**config.mk**
```make
export PLATFORM = sky130hd
export DESIGN_NAME = clock_sync_frame_parser
export DESIGN_NICKNAME = d
export VERILOG_FILES = /design/src/sv/csfp_pkg.sv /design/src/sv/csfp_in_stage.sv /design/src/sv/csfp_parser.sv /design/src/sv/csfp_out_reg.sv /design/src/sv/clock_sync_frame_parser.sv
export SDC_FILE = /design/constraint.sdc
export NUM_CORES = 1
export LEC_CHECK = 0
export ABC_AREA = 0
export BUFFER_PORTS_ARGS = -buffer_cell sky130_fd_sc_hd__buf_2
export CAP_MARGIN = 20
export CORE_MARGIN = 5
export CORE_UTILIZATION = 40
export DETAILED_ROUTE_END_ITERATION = 6
export PLACE_DENSITY = 0.66
export SLEW_MARGIN = 0
export SYNTH_ARGS = -nofsm -noshare
export SYNTH_HDL_FRONTEND = slang
export SYNTH_SLANG_ARGS = --single-unit
```
**constraint.sdc**
```tcl
create_clock -name aclk -period 13.31 [get_ports aclk]
set_input_delay 2.662 -clock aclk [delete_from_list [all_inputs] [get_ports aclk]]
set_output_delay 2.662 -clock aclk [all_outputs]
set_load 0.03 [all_outputs]
```
**src/sv/csfp_pkg.sv**
```systemverilog
// Shared types, constants and helpers for the clock-sync frame parser.
`default_nettype none

package csfp_pkg;

    localparam int unsigned FRAME_BYTES = 40;
    localparam int unsigned COUNT_MAX   = 41;
    localparam int unsigned COUNT_W     = 6;
    localparam int unsigned NUM_TIMES   = 3;
    localparam int unsigned TIME_W      = 64;
    localparam int unsigned ID_W        = 32;
    localparam int unsigned SIZE_W      = 16;
    localparam int unsigned CFG_IDX_W   = 2;
    localparam int unsigned M_DATA_W    = 240;

    // Byte positions inside a frame
    localparam logic [COUNT_W-1:0] POS_VERSION  = 6'd4;
    localparam logic [COUNT_W-1:0] POS_TYPE     = 6'd5;
    localparam logic [COUNT_W-1:0] POS_SIZE_LO  = 6'd7;
    localparam logic [COUNT_W-1:0] POS_ID_FIRST = 6'd8;
    localparam logic [COUNT_W-1:0] POS_RSV      = 6'd12;
    localparam logic [COUNT_W-1:0] POS_TIME     = 6'd16;

    typedef enum logic [2:0] {
        ST_OK      = 3'd0,
        ST_HEADER  = 3'd1,
        ST_VERSION = 3'd2,
        ST_TYPE    = 3'd3,
        ST_SIZE    = 3'd4
    } status_t;

    typedef enum logic [CFG_IDX_W-1:0] {
        REG_PROTOCOL_VERSION = 2'd0,
        REG_REQUEST_CODE     = 2'd1,
        REG_RESPONSE_CODE    = 2'd2
    } reg_idx_t;

    typedef struct packed {
        logic [7:0] protocol_version;
        logic [7:0] request_code;
        logic [7:0] response_code;
    } cfg_t;

    typedef struct packed {
        logic [7:0] data_byte;
        logic       frame_last;
    } in_item_t;

    typedef struct packed {
        logic [TIME_W-1:0] host_send_time;
        logic [TIME_W-1:0] host_receive_time;
        logic [TIME_W-1:0] client_send_time;
        logic [ID_W-1:0]   request_id;
        logic [7:0]        msg_type;
        status_t           status;
    } result_t;

    function automatic logic [7:0] magic_byte(input logic [1:0] pos);
        logic [7:0] b;
        unique case (pos)
            2'd0:    b = 8'h53; // S
            2'd1:    b = 8'h43; // C
            2'd2:    b = 8'h4C; // L
            default: b = 8'h4B; // K
        endcase
        return b;
    endfunction

endpackage

`default_nettype wire

```
**src/sv/csfp_in_stage.sv**
```systemverilog
// Input register for the frame byte stream.
`default_nettype none

module csfp_in_stage (
    input  wire logic              aclk,
    input  wire logic              aresetn,
    input  wire logic              s_tvalid,
    output logic                   s_tready,
    input  wire logic [7:0]        s_tdata,
    input  wire logic              s_tlast,
    input  wire logic              advance,
    output logic                   item_valid,
    output csfp_pkg::in_item_t     item
);

    logic               valid_reg, valid_next;
    csfp_pkg::in_item_t item_reg;

    assign s_tready   = !valid_reg || advance;
    assign item_valid = valid_reg;
    assign item       = item_reg;

    always_comb begin
        valid_next = valid_reg;
        if (s_tvalid && s_tready) begin
            valid_next = 1'b1;
        end else if (advance) begin
            valid_next = 1'b0;
        end
    end

    always_ff @(posedge aclk) begin
        if (!aresetn) begin
            valid_reg <= 1'b0;
        end else begin
            valid_reg <= valid_next;
        end
    end

    always_ff @(posedge aclk) begin
        if (s_tvalid && s_tready) begin
            item_reg.data_byte  <= s_tdata;
            item_reg.frame_last <= s_tlast;
        end
    end

endmodule

`default_nettype wire

```
**src/sv/csfp_parser.sv**
```systemverilog
// Frame state and field assembly; forms the result on the last byte.
`default_nettype none

module csfp_parser (
    input  wire logic               aclk,
    input  wire logic               aresetn,
    input  wire logic               advance,
    input  wire csfp_pkg::in_item_t item,
    input  wire csfp_pkg::cfg_t     cfg,
    output logic                    res_fire,
    output csfp_pkg::result_t       result
);

    logic [csfp_pkg::COUNT_W-1:0] count_reg, count_next;
    csfp_pkg::status_t            err_reg, err_next;
    logic [7:0]                   type_reg, type_next;
    logic [csfp_pkg::SIZE_W-1:0]  size_reg, size_next;
    logic [csfp_pkg::ID_W-1:0]    id_reg, id_next;
    logic [csfp_pkg::TIME_W-1:0]  time_reg [csfp_pkg::NUM_TIMES];
    logic [csfp_pkg::TIME_W-1:0]  time_next [csfp_pkg::NUM_TIMES];

    logic [7:0]                   b;
    logic [csfp_pkg::COUNT_W-1:0] pos;
    logic                         take;
    csfp_pkg::status_t            status;

    assign b    = item.data_byte;
    assign pos  = count_reg;
    assign take = pos < csfp_pkg::COUNT_W'(csfp_pkg::FRAME_BYTES);

    always_comb begin
        err_next  = err_reg;
        type_next = type_reg;
        size_next = size_reg;
        id_next   = id_reg;
        for (int j = 0; j < csfp_pkg::NUM_TIMES; j++) begin
            time_next[j] = time_reg[j];
        end

        if (take) begin
            if (pos < csfp_pkg::POS_VERSION) begin
                if (b != csfp_pkg::magic_byte(pos[1:0]) && err_reg == csfp_pkg::ST_OK) begin
                    err_next = csfp_pkg::ST_HEADER;
                end
            end else if (pos == csfp_pkg::POS_VERSION) begin
                if (b != cfg.protocol_version && err_reg == csfp_pkg::ST_OK) begin
                    err_next = csfp_pkg::ST_VERSION;
                end
            end else if (pos == csfp_pkg::POS_TYPE) begin
                type_next = b;
                if (b != cfg.request_code && b != cfg.response_code &&
                    err_reg == csfp_pkg::ST_OK) begin
                    err_next = csfp_pkg::ST_TYPE;
                end
            end else if (pos < csfp_pkg::POS_ID_FIRST) begin
                size_next = {size_reg[7:0], b};
                if (pos == csfp_pkg::POS_SIZE_LO &&
                    size_next != csfp_pkg::SIZE_W'(csfp_pkg::FRAME_BYTES) &&
                    err_reg == csfp_pkg::ST_OK) begin
                    err_next = csfp_pkg::ST_SIZE;
                end
            end else if (pos < csfp_pkg::POS_RSV) begin
                id_next = {id_reg[csfp_pkg::ID_W-9:0], b};
            end
            // Each timestamp lane shifts during its own eight byte slots
            for (int j = 0; j < csfp_pkg::NUM_TIMES; j++) begin
                if (pos >= csfp_pkg::POS_TIME + csfp_pkg::COUNT_W'(8 * j) &&
                    pos <  csfp_pkg::POS_TIME + csfp_pkg::COUNT_W'(8 * j + 8)) begin
                    time_next[j] = {time_reg[j][csfp_pkg::TIME_W-9:0], b};
                end
            end
        end

        if (count_reg < csfp_pkg::COUNT_W'(csfp_pkg::COUNT_MAX)) begin
            count_next = count_reg + 1'b1;
        end else begin
            count_next = count_reg;
        end
    end

    always_comb begin
        if (count_next != csfp_pkg::COUNT_W'(csfp_pkg::FRAME_BYTES)) begin
            status = csfp_pkg::ST_HEADER;
        end else begin
            status = err_next;
        end
        result = '0;
        result.status = status;
        if (status == csfp_pkg::ST_OK) begin
            result.msg_type          = type_next;
            result.request_id        = id_next;
            result.client_send_time  = time_next[0];
            result.host_receive_time = time_next[1];
            result.host_send_time    = time_next[2];
        end
    end

    assign res_fire = advance && item.frame_last;

    always_ff @(posedge aclk) begin
        if (!aresetn || res_fire) begin
            count_reg <= '0;
            err_reg   <= csfp_pkg::ST_OK;
            type_reg  <= '0;
            size_reg  <= '0;
            id_reg    <= '0;
            for (int j = 0; j < csfp_pkg::NUM_TIMES; j++) begin
                time_reg[j] <= '0;
            end
        end else if (advance) begin
            count_reg <= count_next;
            err_reg   <= err_next;
            type_reg  <= type_next;
            size_reg  <= size_next;
            id_reg    <= id_next;
            for (int j = 0; j < csfp_pkg::NUM_TIMES; j++) begin
                time_reg[j] <= time_next[j];
            end
        end
    end

endmodule

`default_nettype wire

```
**src/sv/csfp_out_reg.sv**
```systemverilog
// Result register on the master side.
`default_nettype none

module csfp_out_reg (
    input  wire logic              aclk,
    input  wire logic              aresetn,
    input  wire logic              load,
    input  wire csfp_pkg::result_t result,
    output logic                   m_tvalid,
    input  wire logic              m_tready,
    output logic [csfp_pkg::M_DATA_W-1:0] m_tdata
);

    logic              valid_reg, valid_next;
    csfp_pkg::result_t data_reg;

    assign m_tvalid = valid_reg;
    assign m_tdata  = csfp_pkg::M_DATA_W'(data_reg);

    always_comb begin
        valid_next = valid_reg;
        if (load) begin
            valid_next = 1'b1;
        end else if (m_tready) begin
            valid_next = 1'b0;
        end
    end

    always_ff @(posedge aclk) begin
        if (!aresetn) begin
            valid_reg <= 1'b0;
        end else begin
            valid_reg <= valid_next;
        end
    end

    always_ff @(posedge aclk) begin
        if (load) begin
            data_reg <= result;
        end
    end

endmodule

`default_nettype wire

```
**src/sv/clock_sync_frame_parser.sv**
```systemverilog
// Clock-sync frame parser top level.
//
// Slave channel: one frame byte per item on s_tdata, s_tlast on the 40th
// (final) byte. Master channel: one result item per frame, carrying the
// status and the assembled header and timestamp fields; fields read as zero
// when the status is not ok.
// Configuration: cfg_we writes cfg_wdata into the register chosen by
// cfg_index (0 protocol version, 1 request code, 2 response code); write
// only while no frame is in flight.
// Throughput: one byte per cycle, unless a last byte is held while the result
// slot is occupied. A result appears on m_tvalid once its last byte has left
// the input register and the single-pass decode has loaded the result register.
// Reset: aresetn (synchronous, active low) clears the frame state, empties
// both registers and restores the default register values.
// Stall: a result waiting on m_tready does not block the byte stream; only a
// next last byte holds in the input register until the result slot frees,
// and s_tready drops behind it.
`default_nettype none

module clock_sync_frame_parser (
    input  wire logic        aclk,
    input  wire logic        aresetn,
    input  wire logic        s_tvalid,
    output logic             s_tready,
    input  wire logic [7:0]  s_tdata,   // [7:0] data_byte
    input  wire logic        s_tlast,   // frame_last
    output logic             m_tvalid,
    input  wire logic        m_tready,
    // [2:0] status, [10:3] msg_type, [42:11] request_id,
    // [106:43] client_send_time, [170:107] host_receive_time,
    // [234:171] host_send_time, [239:235] zero
    output logic [csfp_pkg::M_DATA_W-1:0] m_tdata,
    input  wire logic        cfg_we,
    input  wire logic [csfp_pkg::CFG_IDX_W-1:0] cfg_index,
    input  wire logic [7:0]  cfg_wdata
);

    csfp_pkg::cfg_t     cfg_reg;
    csfp_pkg::in_item_t item;
    csfp_pkg::result_t  result;
    logic               item_valid;
    logic               advance;
    logic               res_fire;

    always_ff @(posedge aclk) begin
        if (!aresetn) begin
            cfg_reg.protocol_version <= 8'd1;
            cfg_reg.request_code     <= 8'd1;
            cfg_reg.response_code    <= 8'd2;
        end else if (cfg_we) begin
            unique case (cfg_index)
                csfp_pkg::REG_PROTOCOL_VERSION: cfg_reg.protocol_version <= cfg_wdata;
                csfp_pkg::REG_REQUEST_CODE:     cfg_reg.request_code     <= cfg_wdata;
                csfp_pkg::REG_RESPONSE_CODE:    cfg_reg.response_code    <= cfg_wdata;
                default: ; // drop writes to unused index
            endcase
        end
    end

    // Hold a last byte while the result slot is still occupied
    assign advance = item_valid && (!item.frame_last || !m_tvalid || m_tready);

    csfp_in_stage u_in (
        .aclk       (aclk),
        .aresetn    (aresetn),
        .s_tvalid   (s_tvalid),
        .s_tready   (s_tready),
        .s_tdata    (s_tdata),
        .s_tlast    (s_tlast),
        .advance    (advance),
        .item_valid (item_valid),
        .item       (item)
    );

    csfp_parser u_parser (
        .aclk     (aclk),
        .aresetn  (aresetn),
        .advance  (advance),
        .item     (item),
        .cfg      (cfg_reg),
        .res_fire (res_fire),
        .result   (result)
    );

    csfp_out_reg u_out (
        .aclk     (aclk),
        .aresetn  (aresetn),
        .load     (res_fire),
        .result   (result),
        .m_tvalid (m_tvalid),
        .m_tready (m_tready),
        .m_tdata  (m_tdata)
    );

    a_last_gives_result: assert property (@(posedge aclk) disable iff (!aresetn)
        res_fire |=> m_tvalid)
        else $error("last byte did not produce a result");

    a_no_overwrite: assert property (@(posedge aclk) disable iff (!aresetn)
        res_fire |-> (!m_tvalid || m_tready))
        else $error("result register overwritten while held");

    a_error_zero_fields: assert property (@(posedge aclk) disable iff (!aresetn)
        (m_tvalid && m_tdata[2:0] != csfp_pkg::ST_OK) |-> (m_tdata[239:3] == '0))
        else $error("fields not cleared on error status");

    a_status_range: assert property (@(posedge aclk) disable iff (!aresetn)
        m_tvalid |-> (m_tdata[2:0] <= csfp_pkg::ST_SIZE))
        else $error("status code out of range");

endmodule

`default_nettype wire
```
**After elaboration in Yosys (flattened, before gate mapping)**

Memories as Yosys holds them, arrays and structs flattened.
Cells that the tools add are included.

- Add/subtract/negate cells: 1
- Magnitude comparators: 10
- Equal/unequal tests: 13
- Mux-type cells: 40
- Bitwise operators: 6
- Reductions and logical operators: 30

Operators by type and width:

| kind | count |
|---|---|
| $mux 64 | 6 |
| $mux 192 | 1 |
| $mux 32 | 6 |
| $mux 8 | 6 |
| $ne 8x8->1 | 4 |
| $mux 3 | 10 |
| $eq 6x3->1 const B | 3 |
| $lt 6x6->1 const B | 3 |
| $ne 16x6->1 const B | 1 |
| $pmux 5 s3 | 1 |
| $ge 6x5->1 const B | 2 |
| $logic_and 1x1->1 | 12 |
| $lt 6x4->1 const B | 2 |
| $mux 1 | 9 |
| $add 6x1->6 const B | 1 |
| $ge 6x6->1 const B | 1 |
| $logic_not 3->1 | 2 |
| $lt 6x3->1 const B | 1 |
| $lt 6x5->1 const B | 1 |
| $mux 6 | 1 |
| $ne 6x6->1 const B | 1 |
| $reduce_and 2->1 | 3 |
| $reduce_and 6->1 | 1 |
| $eq 2x1->1 const B | 2 |
| 7 further kinds | 20 |

- Register bits: 327
- Bits in writable memories: 192
- Word-level logic and storage cells: 119
- Memories kept: 1

Memories:

| name | depth | bits a word | read ports | clocked after Yosys merged registers in | wr ports | line | source |
|---|---|---|---|---|---|---|---|
| u_parser.time_reg | 3 | 64 | 3 | 0 | 3 | csfp_parser.sv:19 | `logic [csfp_pkg::TIME_W-1:0] time_reg [csfp_pkg::NUM_TIMES];` |

**Depth between registers and ports, before layout**

- Depth after elaboration: 11
- Gate-level depth with buffers: 9

**Hierarchy**

Synthesis repeated with hierarchy kept, for this count alone.

- Cells, all modules: 1,682
- Area, all modules: 22,110.0 um^2

Modules (own cells, without submodules):

| module | instances | cells an instance | area each (um^2) | sequential area each (um^2) |
|---|---|---|---|---|
| csfp_parser | 1 | 1,331 | 13,714.4 | 6,906.6 |
| csfp_out_reg | 1 | 244 | 7,139.3 | 7,076.8 |
| clock_sync_frame_parser | 1 | 93 | 928.4 | 480.5 |
| csfp_in_stage | 1 | 14 | 327.8 | 290.3 |

**Worst setup path before layout**

Ideal clock, no wire load.

- Path kind: input -> register
- Start: input m_tready
- End: register u_out.data_reg, in the netlist u_out.m_tdata[0], enable pin
- Setup time: 834 ps
- Arrival: 12,480 ps
- Required time: 12,476 ps
- Slack: -4 ps
- Stages on the path: 2
- Path buffers: 0
- Cell sequence: nor2b_1 > nor2_1

- Word-level cells in the longest chain between the ends: 3

RTL lines:

| item | line | source |
|---|---|---|
| start, declared | clock_sync_frame_parser.sv:28 | `input wire logic m_tready,` |
| $logic_or 1x1->1 | clock_sync_frame_parser.sv:61 | `assign advance = item_valid && (!item.frame_last \|\| !m_tvalid \|\| m_tready);` |
| $logic_and 1x1->1 | clock_sync_frame_parser.sv:61 |  |
| $logic_and 1x1->1 | csfp_parser.sv:98 | `assign res_fire = advance && item.frame_last;` |
| via res_fire | clock_sync_frame_parser.sv:43 | `logic res_fire;` |
| end signal, assigned | csfp_out_reg.sv:39 | `data_reg <= result;` |
| end, declared | csfp_out_reg.sv:15 | `csfp_pkg::result_t data_reg;` |

The timed path passes the listed nets, and every way through them passes these cells.
A chain may end at the register's enable or synchronous reset.

**Worst setup path after layout**

- Start: input m_tready
- End: output s_tready

- Word-level cells in the longest chain between the ends: 3

RTL lines:

| item | line | source |
|---|---|---|
| $logic_or 1x1->1 | clock_sync_frame_parser.sv:61 |  |
| $logic_and 1x1->1 | clock_sync_frame_parser.sv:61 |  |
| $logic_or 1x1->1 | csfp_in_stage.sv:19 | `assign s_tready = !valid_reg \|\| advance;` |
| end, declared | clock_sync_frame_parser.sv:24 | `output logic s_tready,` |

Every way passes these cells.

==> metrics.md <==
| Metric | Value |
|---|---|
| H-tree lvl count | `2` |
| Dpl cell area | `22780 µm²` |
| RSZ-0062 raised after global routing | `false` |
| Max reg flops | `235` |
| Top FF cell, synth | `edfxtp_1` |
| Hold slack | `0.4757 ns` |
| Core area | `51510 µm²` |
| Setup TNS | `0 ns` |
| Reg2reg end | `u_out.m_tdata[10]$_SDFFCE_PP0P_` |
| Post-route cell area | `24550 µm²` |
| Setup Skew | `0.01615 ns` |
| CTS max path bufs | `3` |
| Cell taking the most area after synthesis | `edfxtp_1` |
| Number of top-level pins | `266` |
| Critical path peak fanout | `4` |
| CTS buffer count | `53` |
| Clock slew at reported path FFs | `0.06 ns` |
| Die area | `56920 µm²` |
| CTS root buf | `clkbuf_16` |
| Post-route DRC | `0` |
| Number of flops mapped to enable cells by yosys | `436` |
| TritonCTS clock tree | `yes` |
| CTS Sinks | `519` |
| Crit path from | `m_tready` |
| Status | `completed` |
| FF+latch area | `14750 µm²` |
| Mapped Cells | `1557` |
| Gr usage total | `0.1591` |
| Cell Area, Synth | `20900 µm²` |
| Critical path arrival | `3.41 ns` |
| Number of I/O port buffers | `260` |
| R2R depth | `8` |
| FP Rows | `83` |
| First-pass GRT wire length | `72350 µm` |
| Setup bufs post-CTS | `0` |
| Syn Area/Cell | `13.42 µm²` |
| Layout Nets | `1814` |
| Hold Vio Cnt, Final | `0` |
| ANT nets after route | `0` |
| Final setup viols | `0` |
| Max-Slew Margin vs Limit | `0.09883` |
| Initial core utilization | `0.4058` |
| Worst-margin pin slew | `1.352 ns` |
| Finished Layout Cells | `2510` |
| Fill cells | `4590` |
| Area contributors post-synth | `edfxtp_1 (63%), mux2i_1 (11%), dfxtp_1 (8.0%), nor2_1 (7.2%), a22o_1 (1.8%)` |
| Synth top area share | `0.6264` |
| Maximum clock rate | `164.6 MHz` |
| Reg2reg setup slack | `9.91 ns` |
| Via count | `12.61k` |
| Initial antenna violation count | `1` |
| Ys async rst share | `0` |
| Pin count of the biggest net entering global routing | `228` |
| Die Y | `238.6 µm` |
| Minimum clock period | `6.074 ns` |
| Pre-antenna DRT Iters | `5` |
| Post-synth cell types | `48` |
| Hold_buf cts | `0` |
| Detailed Place HPWL | `29730 µm` |
| Worst Hold Class | `reg2reg` |
| FF-to-FF Start | `u_parser.count_reg[1]$_SDFFE_PP0P_` |
| Max_cap viols | `0` |
| Worst Setup Start Kind | `input pin` |
| Wire per inst | `18.83 µm` |
| Inserted Diodes | `0` |
| CP required | `10.65 ns` |
| Total grt overflow | `0` |
| WL final | `47260 µm` |
| Leak Pwr | `0.009689 µW` |
| Placed cell count | `2408` |
| Layout cell share with drive strength beyond 1 | `0.2087` |
| Worst skew pair latency | `0.59 ns` |
| Sequential share of the synthesized area | `0.7059` |
| Area delta synth->final | `17.47%` |
| Detailed Route Iter0 Violations | `970` |
| #FFs+latches synth | `519` |
| Critical Path Sink | `s_tready` |
| Final Wtd Congestion | `0.7763` |
| Final period util | `0.4563` |
| Vias in the first global route | `12.38k` |
| CP endpoint kind | `output pin` |
| Power per Cell Area | `139.1 nW/µm²` |
| Vias per cell | `5.025` |
| CTS resizes | `0` |
| Die Span X | `238.6 µm` |
| VDD IR max | `0.09731 mV` |
| Ys Warns | `0` |
| Max-slew violations | `0` |
| Area of the multi-input gates | `5725 µm²` |
| Setup CP Type | `in2out` |
-- power breakdown --
| group | switching [µW] | internal, µW | leakage (µW) | total (µW) |
|---|---|---|---|---|
| clock | 623 | 839 | 0.000842 | 1460 |
| sequential | 34.0 | 1800 | 0.00537 | 1840 |
| combinational | 84.8 | 33.4 | 0.00347 | 118 |
| total | 741 | 2680 | 0.00969 | 3420 |
-- cells in the mapped netlist, drive strengths merged (6+ instances only) --
cell type / n
nor2b: 22
mux2i: 232
xor2: 25
clkbuf: 58
o21ai: 6
nand2: 78
dfxtp: 83
a21oi: 41
edfxtp: 436
nor3: 8
buf: 48
nor4: 10
a22o: 42
inv: 8
nor2: 409
-- through the flow --
step | util | setup WS, ns | power (µW)
global route | 0.4767 | 7.205 | 3539
floorplan | - | 3.956 | 1953
CTS | 0.4755 | 7.233 | 3457
global placement | 0.4423 | 7.216 | 1986
detailed placement | 0.4423 | 7.236 | 1990
finish | 0.4767 | 7.236 | 3416
-- how the worst min path moves through the flow --
| stage | start | end | slack, ns | depth (start not counted) |
|---|---|---|---|---|
| after floorplan | u_parser.type_reg[0]$_SDFFE_PP0P_ | u_parser.type_reg[0]$_SDFFE_PP0P_ | 0.44 | 1 |
| after global placement | u_parser.id_reg[31]$_SDFFE_PP0P_ | u_parser.id_reg[31]$_SDFFE_PP0P_ | 0.46 | 1 |
| after detailed placement | u_parser.id_reg[31]$_SDFFE_PP0P_ | u_parser.id_reg[31]$_SDFFE_PP0P_ | 0.46 | 1 |
| after CTS | u_parser.id_reg[28]$_SDFFE_PP0P_ | u_parser.id_reg[28]$_SDFFE_PP0P_ | 0.48 | 1 |
| after global routing | u_parser.id_reg[27]$_SDFFE_PP0P_ | u_parser.id_reg[27]$_SDFFE_PP0P_ | 0.49 | 1 |
| final | u_parser.id_reg[28]$_SDFFE_PP0P_ | u_parser.id_reg[28]$_SDFFE_PP0P_ | 0.48 | 1 |
-- metal layers --
metal  wire length (µm)  share of wire  track usage  up-vias
met5                  0              0            0        -
met4               1193          0.025      0.05043        0
met3               2221          0.047      0.02457       79
met2              22870           0.48       0.2603      293
met1              20980           0.44       0.2202     6247
li1                   -              -            -     5995
-- critical path, cell delays in order --
cell and delay [ns]:
buf_2 0.10, nor2b_1 0.29, nand3_1 0.15, buf_2 0.21
-- final cells by class --
cell class | instances | share of cell area
Multi-Input combinational cell | 928 | 0.2332
Timing Repair Buffer | 276 | 0.06034
Sequential cell | 519 | 0.6009
Inverter | 8 | 0.001223
Clock buffer | 64 | 0.05784
Tap cell | 680 | 0.03465
Clock inverter | 35 | 0.01182
-- cells by family (layout without fill, tap and decap cells) --
group	after synthesis	in the layout	share of synthesized area
AOI/OAI and AO/OA	105	105	0.03466
xor gates and xnor gates	27	27	0.01131
adders and majority gates	4	4	0.002395
buffers and inverters	114	383	0.02407
DFF	519	519	0.7059
muxes	234	234	0.1122
other	1	5	0.0001794
and+or+nand+nor	553	553	0.1093
-- cell usage in the layout, fill, tap and decap left out, types with 3 or more instances in the layout --
cell        instances
bufinv_16           4
clkinv_1            9
o21ai_0             5
edfxtp_1          436
nand2_1            76
clkinvlp_4          3
inv_1               7
clkbuf_16          55
buf_4              11
nor2_2              9
a22o_1             42
buf_2             260
clkinv_2           14
a21oi_1            41
nor4_1              9
xor2_1             25
nand3b_1            3
and3_1              3
nor2b_1            22
conb_1              5
nor3_1              6
dfxtp_1            83
clkbuf_1            8
nand3_1             4
a31oi_1             5
mux2i_1           232
inv_6               4
ha_1                4
nor2_1            399
(Power assumes the default switching activity.)
